--- src/hw/rtl/wfpg_pkg.sv ---
// Shared types, register indexes and color constants for the window frame pixel generator.
package wfpg_pkg;

    // Field widths.
    localparam int COORD_W = 12;
    localparam int POS_W   = 13;
    localparam int SIZE_W  = 13;
    localparam int COLOR_W = 32;
    localparam int CFG_IDX_W  = 3;
    localparam int CFG_DATA_W = 32;

    // Internal arithmetic width, wide enough for every offset and bound.
    localparam int CALC_W = 16;

    // Default screen limit.
    localparam int MAX_SCREEN_DIM = 4096;

    // Register indexes.
    localparam logic [CFG_IDX_W-1:0] REG_LEFT    = 3'd0;
    localparam logic [CFG_IDX_W-1:0] REG_TOP     = 3'd1;
    localparam logic [CFG_IDX_W-1:0] REG_WIDTH   = 3'd2;
    localparam logic [CFG_IDX_W-1:0] REG_HEIGHT  = 3'd3;
    localparam logic [CFG_IDX_W-1:0] REG_FRAME   = 3'd4;
    localparam logic [CFG_IDX_W-1:0] REG_TITLE   = 3'd5;
    localparam logic [CFG_IDX_W-1:0] REG_FOCUSED = 3'd6;

    // Register reset values.
    localparam logic [SIZE_W-1:0]  RST_WIDTH  = 13'd256;
    localparam logic [SIZE_W-1:0]  RST_HEIGHT = 13'd256;
    localparam logic [COLOR_W-1:0] RST_FRAME  = 32'hFF4488FF;
    localparam logic [COLOR_W-1:0] RST_TITLE  = 32'hFF222233;

    // Fixed colors.
    localparam logic [COLOR_W-1:0] GREY_FRAME  = 32'hFF555555;
    localparam logic [COLOR_W-1:0] CROSS_WHITE = 32'hFFFFFFFF;
    localparam logic [COLOR_W-1:0] BOX_RED     = 32'hFFFF3333;

    // Frame geometry.
    localparam logic signed [CALC_W-1:0] TITLE_ROWS = 16'sd24;
    localparam logic signed [CALC_W-1:0] FRAME_PIX  = 16'sd2;
    localparam logic signed [CALC_W-1:0] BOX_FAR    = 16'sd20;
    localparam logic signed [CALC_W-1:0] BOX_NEAR   = 16'sd5;
    localparam logic signed [CALC_W-1:0] BOX_SPAN   = 16'sd15;

    // Window configuration as seen by the shading logic.
    typedef struct packed {
        logic signed [POS_W-1:0] left;
        logic signed [POS_W-1:0] top;
        logic [SIZE_W-1:0]       width;
        logic [SIZE_W-1:0]       height;
        logic [COLOR_W-1:0]      frame;
        logic [COLOR_W-1:0]      title;
        logic                    focused;
    } t_win_cfg;

endpackage

--- src/hw/rtl/wfpg_shade.sv ---
// Per-pixel coverage test and frame, title bar and close box shading.
module wfpg_shade #(
    parameter int MAX_DIM = wfpg_pkg::MAX_SCREEN_DIM
) (
    input  wfpg_pkg::t_win_cfg                i_cfg,
    input  logic [wfpg_pkg::COORD_W-1:0]      i_pixel_x,
    input  logic [wfpg_pkg::COORD_W-1:0]      i_pixel_y,
    input  logic [wfpg_pkg::COLOR_W-1:0]      i_content_pixel,
    output logic [wfpg_pkg::COLOR_W-1:0]      o_pixel_color,
    output logic                              o_covered
);

    localparam int CW = wfpg_pkg::CALC_W;
    localparam logic [CW-1:0] SCREEN_LIM = CW'(MAX_DIM);

    logic [CW-1:0]        px_u;
    logic [CW-1:0]        py_u;
    logic signed [CW-1:0] left_s;
    logic signed [CW-1:0] top_s;
    logic signed [CW-1:0] w_s;
    logic signed [CW-1:0] h_s;
    logic signed [CW-1:0] sx;
    logic signed [CW-1:0] sy;
    logic signed [CW-1:0] d;
    logic signed [CW-1:0] e;
    logic [wfpg_pkg::COLOR_W-1:0] border;
    logic in_window;
    logic in_bars;
    logic in_title_bg;
    logic in_box;
    logic on_cross;
    logic in_side;

    // Window offsets of the pixel, all in signed arithmetic without wrap.
    always_comb begin
        px_u   = {{(CW - wfpg_pkg::COORD_W){1'b0}}, i_pixel_x};
        py_u   = {{(CW - wfpg_pkg::COORD_W){1'b0}}, i_pixel_y};
        left_s = {{(CW - wfpg_pkg::POS_W){i_cfg.left[wfpg_pkg::POS_W-1]}}, i_cfg.left};
        top_s  = {{(CW - wfpg_pkg::POS_W){i_cfg.top[wfpg_pkg::POS_W-1]}}, i_cfg.top};
        w_s    = {{(CW - wfpg_pkg::SIZE_W){1'b0}}, i_cfg.width};
        h_s    = {{(CW - wfpg_pkg::SIZE_W){1'b0}}, i_cfg.height};
        sx     = $signed(px_u) - left_s;
        sy     = $signed(py_u) - top_s;
        d      = sx - (w_s - wfpg_pkg::BOX_FAR);
        e      = sy - wfpg_pkg::BOX_NEAR;
    end

    // Region decode.
    always_comb begin
        in_window = (px_u < SCREEN_LIM) && (py_u < SCREEN_LIM) &&
                    (sx >= 0) && (sx < w_s) && (sy >= 0) && (sy < h_s);
        in_bars = (sy < wfpg_pkg::TITLE_ROWS) || (sy >= h_s - wfpg_pkg::FRAME_PIX);
        in_title_bg = (sy >= wfpg_pkg::FRAME_PIX) && (sy < wfpg_pkg::TITLE_ROWS) &&
                      (sx >= wfpg_pkg::FRAME_PIX) && (sx < w_s - wfpg_pkg::FRAME_PIX);
        in_box = (sx > w_s - wfpg_pkg::BOX_FAR) && (sx < w_s - wfpg_pkg::BOX_NEAR) &&
                 (sy > wfpg_pkg::BOX_NEAR) && (sy < wfpg_pkg::BOX_FAR);
        on_cross = (d == e) || (d == wfpg_pkg::BOX_SPAN - e);
        in_side = (sx < wfpg_pkg::FRAME_PIX) || (sx >= w_s - wfpg_pkg::FRAME_PIX);
        border = i_cfg.focused ? i_cfg.frame : wfpg_pkg::GREY_FRAME;
    end

    // Color selection.
    always_comb begin
        o_covered = in_window;
        if (!in_window) begin
            o_pixel_color = '0;
        end else if (in_bars) begin
            if (in_title_bg && in_box) begin
                o_pixel_color = on_cross ? wfpg_pkg::CROSS_WHITE : wfpg_pkg::BOX_RED;
            end else if (in_title_bg) begin
                o_pixel_color = i_cfg.title;
            end else begin
                o_pixel_color = border;
            end
        end else if (in_side) begin
            o_pixel_color = border;
        end else begin
            o_pixel_color = i_content_pixel;
        end
    end

endmodule

--- src/hw/rtl/window_frame_pixel_generator.sv ---
// Top level of the window frame pixel generator: registers, pipeline and handshakes.
//
//   Channel   Direction  Handshake            Payload
//   pixel in  input      i_valid / o_ready    i_pixel_x, i_pixel_y, i_content_pixel
//   pixel out output     o_valid / i_ready    o_pixel_color, o_covered
//   config    input      i_cfg_wr_en          i_cfg_index, i_cfg_data
//
// One item per clock sustained while the output is not stalled; an accepted item passes
// the input register, then the shading logic into the result register that drives the output.
// Reset clears both pipeline valids and loads the register defaults.
// A stall at the output holds the result register; the input register keeps
// accepting while the result register is free or being drained in the same cycle.
module window_frame_pixel_generator #(
    parameter int MAX_SCREEN_DIM = wfpg_pkg::MAX_SCREEN_DIM
) (
    input  logic                                i_clk,
    input  logic                                i_rst_n,
    input  logic                                i_valid,
    output logic                                o_ready,
    input  logic [wfpg_pkg::COORD_W-1:0]        i_pixel_x,
    input  logic [wfpg_pkg::COORD_W-1:0]        i_pixel_y,
    input  logic [wfpg_pkg::COLOR_W-1:0]        i_content_pixel,
    output logic                                o_valid,
    input  logic                                i_ready,
    output logic [wfpg_pkg::COLOR_W-1:0]        o_pixel_color,
    output logic                                o_covered,
    input  logic                                i_cfg_wr_en,
    input  logic [wfpg_pkg::CFG_IDX_W-1:0]      i_cfg_index,
    input  logic [wfpg_pkg::CFG_DATA_W-1:0]     i_cfg_data
);

    wfpg_pkg::t_win_cfg r_cfg;

    logic                          r_s1_valid;
    logic [wfpg_pkg::COORD_W-1:0]  r_s1_x;
    logic [wfpg_pkg::COORD_W-1:0]  r_s1_y;
    logic [wfpg_pkg::COLOR_W-1:0]  r_s1_content;

    logic                          r_out_valid;
    logic [wfpg_pkg::COLOR_W-1:0]  r_out_color;
    logic                          r_out_covered;

    logic [wfpg_pkg::COLOR_W-1:0]  n_out_color;
    logic                          n_out_covered;
    logic                          s1_advance;
    logic                          in_take;

    // Configuration registers.
    always_ff @(posedge i_clk) begin
        if (!i_rst_n) begin
            r_cfg.left    <= '0;
            r_cfg.top     <= '0;
            r_cfg.width   <= wfpg_pkg::RST_WIDTH;
            r_cfg.height  <= wfpg_pkg::RST_HEIGHT;
            r_cfg.frame   <= wfpg_pkg::RST_FRAME;
            r_cfg.title   <= wfpg_pkg::RST_TITLE;
            r_cfg.focused <= 1'b0;
        end else if (i_cfg_wr_en) begin
            case (i_cfg_index)
                wfpg_pkg::REG_LEFT:    r_cfg.left    <= $signed(i_cfg_data[wfpg_pkg::POS_W-1:0]);
                wfpg_pkg::REG_TOP:     r_cfg.top     <= $signed(i_cfg_data[wfpg_pkg::POS_W-1:0]);
                wfpg_pkg::REG_WIDTH:   r_cfg.width   <= i_cfg_data[wfpg_pkg::SIZE_W-1:0];
                wfpg_pkg::REG_HEIGHT:  r_cfg.height  <= i_cfg_data[wfpg_pkg::SIZE_W-1:0];
                wfpg_pkg::REG_FRAME:   r_cfg.frame   <= i_cfg_data[wfpg_pkg::COLOR_W-1:0];
                wfpg_pkg::REG_TITLE:   r_cfg.title   <= i_cfg_data[wfpg_pkg::COLOR_W-1:0];
                wfpg_pkg::REG_FOCUSED: r_cfg.focused <= i_cfg_data[0];
                default: begin
                end
            endcase
        end
    end

    // Pipeline flow control.
    assign s1_advance = !r_out_valid || i_ready;
    assign o_ready    = !r_s1_valid || s1_advance;
    assign in_take    = i_valid && o_ready;

    // Input register.
    always_ff @(posedge i_clk) begin
        if (!i_rst_n) begin
            r_s1_valid <= 1'b0;
        end else if (o_ready) begin
            r_s1_valid <= i_valid;
        end
    end

    always_ff @(posedge i_clk) begin
        if (in_take) begin
            r_s1_x       <= i_pixel_x;
            r_s1_y       <= i_pixel_y;
            r_s1_content <= i_content_pixel;
        end
    end

    // Shading logic between the two registers.
    wfpg_shade #(
        .MAX_DIM(MAX_SCREEN_DIM)
    ) u_shade (
        .i_cfg           (r_cfg),
        .i_pixel_x       (r_s1_x),
        .i_pixel_y       (r_s1_y),
        .i_content_pixel (r_s1_content),
        .o_pixel_color   (n_out_color),
        .o_covered       (n_out_covered)
    );

    // Result register.
    always_ff @(posedge i_clk) begin
        if (!i_rst_n) begin
            r_out_valid <= 1'b0;
        end else if (s1_advance) begin
            r_out_valid <= r_s1_valid;
        end
    end

    always_ff @(posedge i_clk) begin
        if (s1_advance && r_s1_valid) begin
            r_out_color   <= n_out_color;
            r_out_covered <= n_out_covered;
        end
    end

    assign o_valid       = r_out_valid;
    assign o_pixel_color = r_out_color;
    assign o_covered     = r_out_covered;

endmodule

--- config.mk ---
export PLATFORM = sky130hd
export DESIGN_NAME = window_frame_pixel_generator
export DESIGN_NICKNAME = d
export VERILOG_FILES = /design/src/hw/rtl/wfpg_pkg.sv /design/src/hw/rtl/wfpg_shade.sv /design/src/hw/rtl/window_frame_pixel_generator.sv
export SDC_FILE = /design/constraint.sdc
export NUM_CORES = 1
export LEC_CHECK = 0
export ABC_CLOCK_PERIOD_IN_PS = 5100
export BUFFER_PORTS_ARGS = -buffer_cell sky130_fd_sc_hd__buf_2
export CELL_PAD_IN_SITES_DETAIL_PLACEMENT = 0
export CELL_PAD_IN_SITES_GLOBAL_PLACEMENT = 1
export CORE_MARGIN = 2
export CORE_UTILIZATION = 46
export CTS_BUF_LIST = sky130_fd_sc_hd__clkbuf_8 sky130_fd_sc_hd__clkbuf_16
export DETAILED_ROUTE_END_ITERATION = 7
export GPL_TIMING_DRIVEN = 0
export MAX_ROUTING_LAYER = met4
export PLACE_DENSITY_LB_ADDON = 0.1
export SYNTH_ARGS = -nofsm -noshare
export SYNTH_HDL_FRONTEND = slang
export SYNTH_SLANG_ARGS = --single-unit
--- constraint.sdc ---
create_clock -name i_clk -period 5.1 [get_ports i_clk]
set_clock_uncertainty 0.2 [all_clocks]
set_input_delay 1.02 -clock i_clk [delete_from_list [all_inputs] [get_ports i_clk]]
set_output_delay 1.02 -clock i_clk [all_outputs]
set_load 0.02 [all_outputs]
==> impl_results.md, run 1 <==
- Pwr dens: 309 nW/um^2
- Worst IR drop on VDD: 250 uV
- CTS buffer count: 25
- Syn avg cell area: 8.78 sq um
- Async SR Flop Fraction: 0%
- Ys Warns: 0
- Die Height: 177 um
- Die area: 31200 sq um
- Total track usage: 28.7%
- Reg2Reg Depth: 16
- Post-Route WL: 44100 um
- RSZ-0062 raised after global routing: true
- Worst hold path cell count: 2
- Initial Utilization: 46.5%
- Post-synth top area share: 19.5%
- Fraction of final layout cells with drive strength greater than 1: 20.2%
- Initial antenna violation count: 5
- Worst Path Required: 5.26 ns
- Post-Synthesis Cells: 1561
- Routability Congestion: 0.925
- Vias: 12400
- P_int: 3530 uW
- CTS Buffer Depth: 3
- Worst path cell trace: ha_1 > nor2b_4 > o211a_1 > or3_4 > a21oi_4 > o21bai_4 > a211oi_4 > buf_6 > ha_4 > or4_4 > o211a_4 > o31ai_2 > a22o_1 > o21ai_1 > o41a_4 > a31oi_4
- Max Slew Vio Count: 0
- Layout area overhead: 22.8%
- Htree depth: 1
- Levels on crit path: 16
- Worst skew pair latency: 0.55 ns
- Top cell type by total area after synthesis: edfxtp_1
- Die width: 177 um
- Synthesized net count: 1769
- First-pass GRT wire length: 67600 um
- Sequential group share of total power: 35.5%
- Cell Count Post-Placement: 2082
- CP arrival: 5.35 ns
- Drt wl/cell: 20.3 um
- Row Count: 63
- CP peak stage delay: 0.59 ns
- Initial DRC count: 867
- Worst path slowest cell: o41a_4
- Sequential share of the synthesized area: 36.9%
- Hold bufs inserted after CTS: 0
- # setup viols final: 8
- # nets final: 1969
- Failing checks: setup timing
- Vias in the first global route: 11900
- EDFF count, synth: 89
- Synth area leaders: edfxtp_1 20%, dfxtp_1 17%, ha_1 9.9%, nand2_1 7.9%, xnor2_1 4.6%
- Global route total overflow: 0
- CTS Sinks: 208
- Crit path time final: 5.20 ns
- Max_slew headroom: 39.6%
- Netlist Area Pre-Place: 13700 sq um
- Crit Path Category: flop to flop
- DRC viols: 0
- Final hold vios: 0
- Max-cap check violation count: 0
- Period utilization: 102%
- First drt pass iteration count: 7
- Worst-path clk slew: 0.06 ns
- Net Sw Power: 1670 uW
- Post-DP HPWL: 32300 um
- CTS tree: built
- Hold crit path type: flop to flop
- Layout Cells excl Fill: 2175
- FF+latch count, synth: 208
- Largest net degree at the start of global routing: 39
- Pleak: 0.00649 uW
- Ys flop type: dfxtp_1
- Tot Pwr: 5200 uW
- Netlist cell types: 92
- Clock share of power: 34.5%
- Fillers: 2799
- CP Max Fanout: 8
- Clock root buffer: clkbuf_16
- Comb pwr share: 30.0%
- WHS: 0.263 ns
- Routed Antenna Nets: 0
- Critical path's top delay family: compound AO/OA/AOI/OAI gates
- Worst setup SP type: flop
- I/O Pins: 131
- Worst-Margin Slew: 0.897 ns
- Drt via density: 5.69
- WP buf/inv: 1
- Sw Share: 32.1%
- Fmax achieved: 192 MHz
- Outcome: complete, but fails checks
- Port bufs: 129
- Worst Setup End Kind: flop
- Final Worst Setup Slack: -0.0983 ns
- Core box area: 29500 sq um
-- state kept, by name, summed over array words and instances, names as in the netlist --
name,count
o_covered,1
r_s1_content,32
o_valid,1
r_s1_x,12
r_cfg,117
o_pixel_color,32
r_s1_y,12
r_s1_valid,1
-- final cells by class --
type | instances | area, sq um | share of cell area [%]
Clock inverter | 16 | 135 | 0.803
Buffer | 71 | 320 | 1.90
Clock buffer | 30 | 694 | 4.13
Multi-Input combinational cell | 1191 | 8720 | 51.9
Timing Repair Buffer | 174 | 1050 | 6.26
Sequential cell | 208 | 5060 | 30.1
Inverter | 90 | 338 | 2.01
Antenna cell | 5 | 12.5 | 0.0744
Tap cell | 390 | 488 | 2.90
-- kinds of logic after synthesis --
family | after synthesis | share of synthesized area (%)
AOI/OAI and AO/OA | 391 | 20.2
buffers and inverters | 162 | 4.63
and+or+nand+nor | 577 | 20.0
muxes | 18 | 1.37
adders and majority gates | 113 | 10.5
DFF | 208 | 36.9
xor gates and xnor gates | 92 | 6.38
-- worst paths after layout --
check	slack (ns)	to	from
max	-0.1	o_pixel_color[6]	r_s1_x[1]
min	0.26	r_cfg[105]	r_cfg[105]
max reg2reg	-0.1	o_pixel_color[6]	r_s1_x[1]
min reg2reg	0.26	r_cfg[105]	r_cfg[105]
-- synth_stat cells, types with 25 or more instances --
cell type,n
nand2_1,290
dfxtp_1,119
ha_1,108
edfxtp_1,89
inv_1,84
a21boi_0,83
xnor2_1,72
a21oi_1,70
nor2_1,58
clkbuf_1,54
nand3_1,54
o211ai_1,34
o21ai_0,34
nor3_1,25
-- tightest hold or removal path, stage by stage, from the launching register on --
cell,delay (ns)
dfxtp_2,0.32
nand2_1,0.04
a21boi_0,0.06
-- metrics by stage --
step / utilization, % / setup TNS [ns] / area (sq um) / setup slack, ns
after floorplan: - / 0 / 13700 / 0.371
after global placement: 50.3 / -27.14 / 14800 / -1.15
after detailed placement: 50.5 / -27.47 / 14900 / -1.15
after CTS: 55.5 / -0.0374 / 16400 / -0.0157
after global routing: 57.0 / -1.54 / 16800 / -0.215
final: 57.1 / -0.336 / 16800 / -0.0983
-- per-layer routing --
layer,track usage [%],vias to the layer above,part of all wire (%)
li1,-,6007,-
met1,40.4,5881,47
met2,43.5,404,44
met3,4.31,76,6.1
met4,6.44,0,2.4
met5,-,-,0
-- power by group through the flow --
stage          clock (uW)  combinational, uW  sequential (uW)
2_1_floorplan           0                897             1890
3_3_place_gp            0               1280             1880
3_5_place_dp            0               1290             1880
4_1_cts              1820               1430             1850
5_1_grt              1870               1700             1850
6_report             1800               1560             1850
-- what timing repair did --
action                     in CTS  in global routing
setup buffers                  22                 21
setup endpoints to repair      33                 33
gates resized for setup        83                 61
gates cloned                    0                  0
pin swaps                      26                 44
-- layout by cell type, fill, tap and decap left out, types with 7 or more instances in the layout --
cell,count
ha_1,96
nor2b_1,13
buf_4,39
a211o_1,8
o211ai_1,34
a31oi_4,8
buf_2,140
nor3_1,24
or3_1,8
dfxtp_1,118
edfxtp_1,89
nor4_1,9
o21ai_0,30
nand3_1,53
and3_1,14
a211oi_1,15
a21boi_0,82
xor2_1,11
inv_1,90
nand2b_1,15
a21o_1,23
a21oi_1,63
nand3b_1,21
clkbuf_16,25
xnor2_1,65
a21oi_2,7
clkbuf_1,49
and2_1,10
o221ai_1,18
xnor2_2,9
nand4_1,16
nand2_1,289
nor2_1,55
o21a_1,18
ha_4,8
o21ai_1,8
mux2i_1,12
Note: power is estimated with default switching activity, not from simulation.
==> inputs of run 2 (changes only) <==
--- a/config.mk
+++ b/config.mk
@@ -13,9 +13,9 @@
 export CORE_UTILIZATION = 46
 export CTS_BUF_LIST = sky130_fd_sc_hd__clkbuf_8 sky130_fd_sc_hd__clkbuf_16
 export DETAILED_ROUTE_END_ITERATION = 7
-export GPL_TIMING_DRIVEN = 0
 export MAX_ROUTING_LAYER = met4
 export PLACE_DENSITY_LB_ADDON = 0.1
+export RECOVER_POWER = 50
 export SYNTH_ARGS = -nofsm -noshare
 export SYNTH_HDL_FRONTEND = slang
 export SYNTH_SLANG_ARGS = --single-unit
==> impl_results.md, run 2 (synthesized netlist as in run 1, its figures left out) <==
- CTS Sinks: 208
- CP arrival: 5.11 ns
- # setup viols final: 0
- Reg2Reg Launch Point: r_cfg[105]
- Clock root buffer: clkbuf_16
- Worst hold path cell count: 2
- Drt via density: 5.71
- Htree depth: 1
- Register name with the most flops: r_cfg
- Cell Count Post-Placement: 2071
- Outcome: complete, but fails checks
- Worst-path clk slew: 0.06 ns
- CTS tree: built
- Pleak: 0.00627 uW
- Most common cell after layout, fill and taps aside: nand2_1
- Crit path time final: 4.94 ns
- Reg2Reg Depth: 20
- Layout Cells excl Fill: 2122
- Core box area: 29500 sq um
- Worst skew pair latency: 0.52 ns
- Die width: 177 um
- Die area: 31200 sq um
- First-pass GRT wire length: 66100 um
- Failing checks: capacitance limit, slew limit
- Max_slew headroom: -142%
- Worst path slowest cell: or3_4
- Routability Congestion: 0.913
- Fraction of final layout cells with drive strength greater than 1: 15.9%
- DP Area: 15100 sq um
- Worst path cell trace: inv_1 > ha_1 > nor2b_1 > o211a_1 > or3_4 > a21oi_2 > o21bai_1 > a211oi_1 > buf_4 > ha_1 > nand3_1 > a211o_1 > a21oi_1 > a211oi_1 > a211o_1 > or3b_1 > nor4_2 > o2111ai_2 > buf_4 > a31oi_1
- Hold crit path type: flop to flop
- Initial antenna violation count: 1
- DRC viols: 0
- Final Cell Area: 16000 sq um
- Worst Path Required: 5.26 ns
- RR Endpoint: o_pixel_color[6]
- Routed Antenna Nets: 0
- First drt pass iteration count: 5
- Total track usage: 27.9%
- Worst Setup End Kind: flop
- Period utilization: 97.0%
- Largest net degree at the start of global routing: 57
- Drt wl/cell: 20.3 um
- CTS Buffer Depth: 3
- Worst setup SP type: flop
- Post-DP HPWL: 31500 um
- # nets final: 1921
- Layout area overhead: 16.8%
- Fmax achieved: 202 MHz
- Hold Path Origin: r_cfg[35]
- Fillers: 2837
- Worst R2R Setup Slack: 0.16 ns
- Pwr dens: 304 nW/um^2
- CTS buffer count: 24
- Crit Path Category: flop to flop
- Critical path's top delay family: compound AO/OA/AOI/OAI gates
- Worst-Margin Slew: 3.62 ns
- Port bufs: 130
- Vias in the first global route: 11500
- Max Slew Vio Count: 91
- Vias: 12100
- Post-Place Worst Slack: -0.00243 ns
- Max-cap check violation count: 2
- Hold Crit Endpoint: r_cfg[35]
- Initial DRC count: 737
- Row Count: 63
- Worst IR drop on VDD: 246 uV
- Global route total overflow: 0
- Max FFs per register: 117
- Final hold vios: 0
- Commonest non-fill, non-tap cells in the layout: 290 x nand2_1, 119 x dfxtp_1, 107 x ha_1, 107 x buf_2, 94 x inv_1
- Die Height: 177 um
- Final Worst Setup Slack: 0.155 ns
- CP peak stage delay: 0.43 ns
- I/O Pins: 131
- CP Max Fanout: 8
- Final core utilization: 54.3%
- WP buf/inv: 3
- Initial Utilization: 46.5%
- Post-Route WL: 43100 um
- Hold bufs inserted after CTS: 0
-- run 2: cell count changes in the layout (fill, tap and decap cells not counted), moves of 4 or more --
cell      change
clkbuf_1     -24
diode_2       -4
buf_2        -33
ha_4          -7
buf_4        +19
inv_1         +4
a31oi_2       -4
a31oi_4       -8
ha_2          -4
ha_1         +11
buf_6         -4
a31oi_1      +12
clkbuf_4      -5
-- run 2: power by group --
part	internal, uW	switching (uW)
clock	883	691
combinational	611	837
sequential	1810	36.1
total	3310	1560
-- run 2: through the flow --
step	hold slack, ns	setup TNS, ns	total power, uW
6_report	0.257	0	4870
5_1_grt	0.280	-0.195	5100
4_1_cts	0.263	0	4840
3_5_place_dp	0.247	-0.00243	3260
3_3_place_gp	0.245	0	3250
2_1_floorplan	0.232	0	2790
-- run 2: what timing repair did --
action | 4_1_cts | 5_1_grt
setup endpoints to repair | 8 | 28
hold endpoints to repair | 0 | 0
gates cloned | 0 | 0
pin swaps | 0 | 16
buffers inserted | 0 | 6
gates resized for setup | 1 | 28
-- run 2: worst max path at each step --
stage                          start                end  cells after the start
final                     r_cfg[105]   o_pixel_color[6]                     20
after global routing      r_cfg[105]  o_pixel_color[15]                     20
after CTS                 r_cfg[105]   o_pixel_color[3]                     21
after detailed placement  r_cfg[105]   o_pixel_color[7]                     20
after global placement     r_s1_x[1]  o_pixel_color[14]                     18
after floorplan            r_s1_x[1]  o_pixel_color[15]                     18
-- run 2: per-layer routing --
layer  vias up  GRT usage [%]  wire length, um
li1       5903              -                -
met2       390           43.6            19700
met3        59           2.65             2470
met4         0           6.78             1030
met5         -              -                0
met1      5765           39.0            20000
-- run 2: final cells by class --
cell class              count  area, sq um  share of cell area [%]
repair buffers            198         1220                    7.65
multi-input cells        1191         8180                    51.1
clock inverters            18         91.3                   0.571
flip-flops and latches    208         5050                    31.6
clock buffers              26          628                    3.92
inverters                  90          338                    2.11
well taps                 390          488                    3.05
diodes                      1         2.50                  0.0156
-- run 2: worst register-to-register path, stage by stage (launching register included) --
cell and delay, ns:
dfxtp_1 0.34, inv_1 0.08, ha_1 0.29, nor2b_1 0.15
o211a_1 0.23, or3_4 0.43, a21oi_2 0.19, o21bai_1 0.08
a211oi_1 0.28, buf_4 0.19, ha_1 0.17, nand3_1 0.11
a211o_1 0.29, a21oi_1 0.13, a211oi_1 0.07, a211o_1 0.29
or3b_1 0.42, nor4_2 0.31, o2111ai_2 0.16, buf_4 0.21
a31oi_1 0.16
==> inputs of run 3 (changes only) <==
--- a/config.mk
+++ b/config.mk
@@ -6,13 +6,13 @@
 export NUM_CORES = 1
 export LEC_CHECK = 0
 export ABC_CLOCK_PERIOD_IN_PS = 5100
-export BUFFER_PORTS_ARGS = -buffer_cell sky130_fd_sc_hd__buf_2
 export CELL_PAD_IN_SITES_DETAIL_PLACEMENT = 0
 export CELL_PAD_IN_SITES_GLOBAL_PLACEMENT = 1
 export CORE_MARGIN = 2
-export CORE_UTILIZATION = 46
+export CORE_UTILIZATION = 50
 export CTS_BUF_LIST = sky130_fd_sc_hd__clkbuf_8 sky130_fd_sc_hd__clkbuf_16
 export DETAILED_ROUTE_END_ITERATION = 7
+export DONT_BUFFER_PORTS = 1
 export MAX_ROUTING_LAYER = met4
 export PLACE_DENSITY_LB_ADDON = 0.1
 export RECOVER_POWER = 50
==> impl_results.md, run 3 (synthesized netlist as in run 1, its figures left out) <==
- Worst IR drop on VDD: 293 uV
- Worst-Margin Slew: 3.34 ns
- Worst skew pair latency: 0.51 ns
- Worst path cell trace: ha_4 > nor2b_4 > o211a_1 > or3_1 > a21oi_2 > xnor2_2 > ha_1 > a211oi_2 > nor2_1 > or3_4 > a21o_1 > a21oi_2 > xnor2_2 > xnor2_2 > nand4b_1 > or3_4 > o41a_1 > buf_12 > a31oi_1
- Failing checks: capacitance limit, slew limit
- CP peak stage delay: 0.49 ns
- CP arrival: 5.22 ns
- Critical path's top delay family: compound AO/OA/AOI/OAI gates
- Global route total overflow: 0
- Vias in the first global route: 10900
- Worst Setup End Kind: flop
- WP buf/inv: 1
- Initial DRC count: 850
- I/O Pins: 131
- CTS Sinks: 208
- Routed Antenna Nets: 0
- Commonest non-fill, non-tap cells in the layout: 290 x nand2_1, 118 x dfxtp_1, 105 x ha_1
- Max_slew headroom: -123%
- Setup TNS: 0 ns
- CP Max Fanout: 8
- Hold crit path type: flop to flop
- Max FFs per register: 117
- Most common cell after layout, fill and taps aside: nand2_1
- Final hold vios: 0
- Total track usage: 27.9%
- Fmax achieved: 197 MHz
- Initial antenna violation count: 1
- DRC viols: 0
- # setup viols final: 0
- Outcome: complete, but fails checks
- Max Slew Vio Count: 100
- CTS Buffer Depth: 3
- Worst Path Required: 5.24 ns
- Post-DP HPWL: 29300 um
- Clock root buffer: clkbuf_16
- Vias: 11500
- RSZ-0062 raised after global routing: true
- Crit path time final: 5.08 ns
- Row Count: 60
- Pwr dens: 309 nW/um^2
- Fraction of final layout cells with drive strength greater than 1: 11.7%
- Register name with the most flops: r_cfg
- Most used cell, CP: xnor2_2
- Worst-path clk slew: 0.06 ns
- Die Height: 170 um
- Fillers: 2448
- Htree depth: 1
- Die area: 28700 sq um
- Post-Route WL: 39800 um
- Crit Path Category: flop to flop
- Drt wl/cell: 20.5 um
- Register area: 5060 sq um
- Routability Congestion: 0.916
- Largest net degree at the start of global routing: 120
- # nets final: 1792
- Layout area overhead: 12.9%
- Core box area: 27000 sq um
- Drt via density: 5.94
- Period utilization: 99.6%
- Multi-input gate area: 8320 sq um
- Hold bufs inserted after CTS: 0
- CTS buffer count: 22
- First drt pass iteration count: 5
- Pleak: 0.00587 uW
- Die width: 170 um
- WHS: 0.258 ns
- CTS tree: built
- Worst path slowest cell: o41a_1
- Worst setup SP type: flop
- Max-cap check violation count: 3
- Port bufs: 0
- Initial Utilization: 50.8%
- First-pass GRT wire length: 61200 um
run 3: cell types whose count changed in the layout (fill, tap and decap cells not counted), moves of 3 or more:
cell,before,now
a21oi_2,6,9
clkbuf_1,25,1
a21oi_1,66,63
buf_4,58,62
a31oi_2,0,3
buf_2,107,0
a31oi_1,16,11
run 3: stage by stage:
| stage | utilization, % | std cells | total power, uW | cell area [sq um] | worst slack (ns) |
|---|---|---|---|---|---|
| after floorplan | - | 1561 | 2790 | 13700 | 0.371 |
| after global placement | 53.4 | 1891 | 3130 | 14400 | 0.0213 |
| after detailed placement | 53.4 | 1891 | 3140 | 14400 | -0.0407 |
| after CTS | 56.1 | 1932 | 4710 | 15100 | 0.0232 |
| after global routing | 57.4 | 1942 | 4990 | 15500 | -0.152 |
| final | 57.4 | 1942 | 4780 | 15500 | 0.0229 |
run 3: cell type report:
cell class              count  share of cell area (%)
inverters                  90                    2.18
multi-input cells        1191                    53.8
diodes                      1                  0.0162
well taps                 341                    2.76
clock inverters            12                   0.332
flip-flops and latches    208                    32.7
clock buffers              28                    4.31
repair buffers             71                    3.95
run 3: power by group:
part | leakage, uW | total (uW) | switching, uW | internal, uW
clock network | 0.000388 | 1570 | 648 | 918
logic | 0.00366 | 1340 | 763 | 576
registers | 0.00182 | 1870 | 58.0 | 1810
run 3: tightest hold or removal path, cell delays in order, from the launching register on:
cell and delay (ns):
dfxtp_1 0.31, nand2_1 0.04, a21boi_0 0.06
run 3: path summary, 6_finish.rpt:
check | from | to | slack, ns | cells after the start
setup / recovery | r_s1_x[1] | o_pixel_color[14] | 0.02 | 19
hold reg to reg | r_cfg[47] | r_cfg[47] | 0.26 | 2
hold / removal | r_cfg[47] | r_cfg[47] | 0.26 | 2
setup reg to reg | r_s1_x[1] | o_pixel_color[14] | 0.02 | 19
run 3: timing repair:
| item | CTS | global route |
|---|---|---|
| endpoints found under the setup margin | 8 | 29 |
| setup buffers | 1 | 9 |
| pin swaps | 3 | 35 |
| gates resized for setup | 6 | 55 |
run 3: layer usage:
metal  routed length (um)  track usage, %
met2                18200            43.8
met4                  932            6.54
met3                 2720            5.20
met5                    0               -
met1                17900            37.4
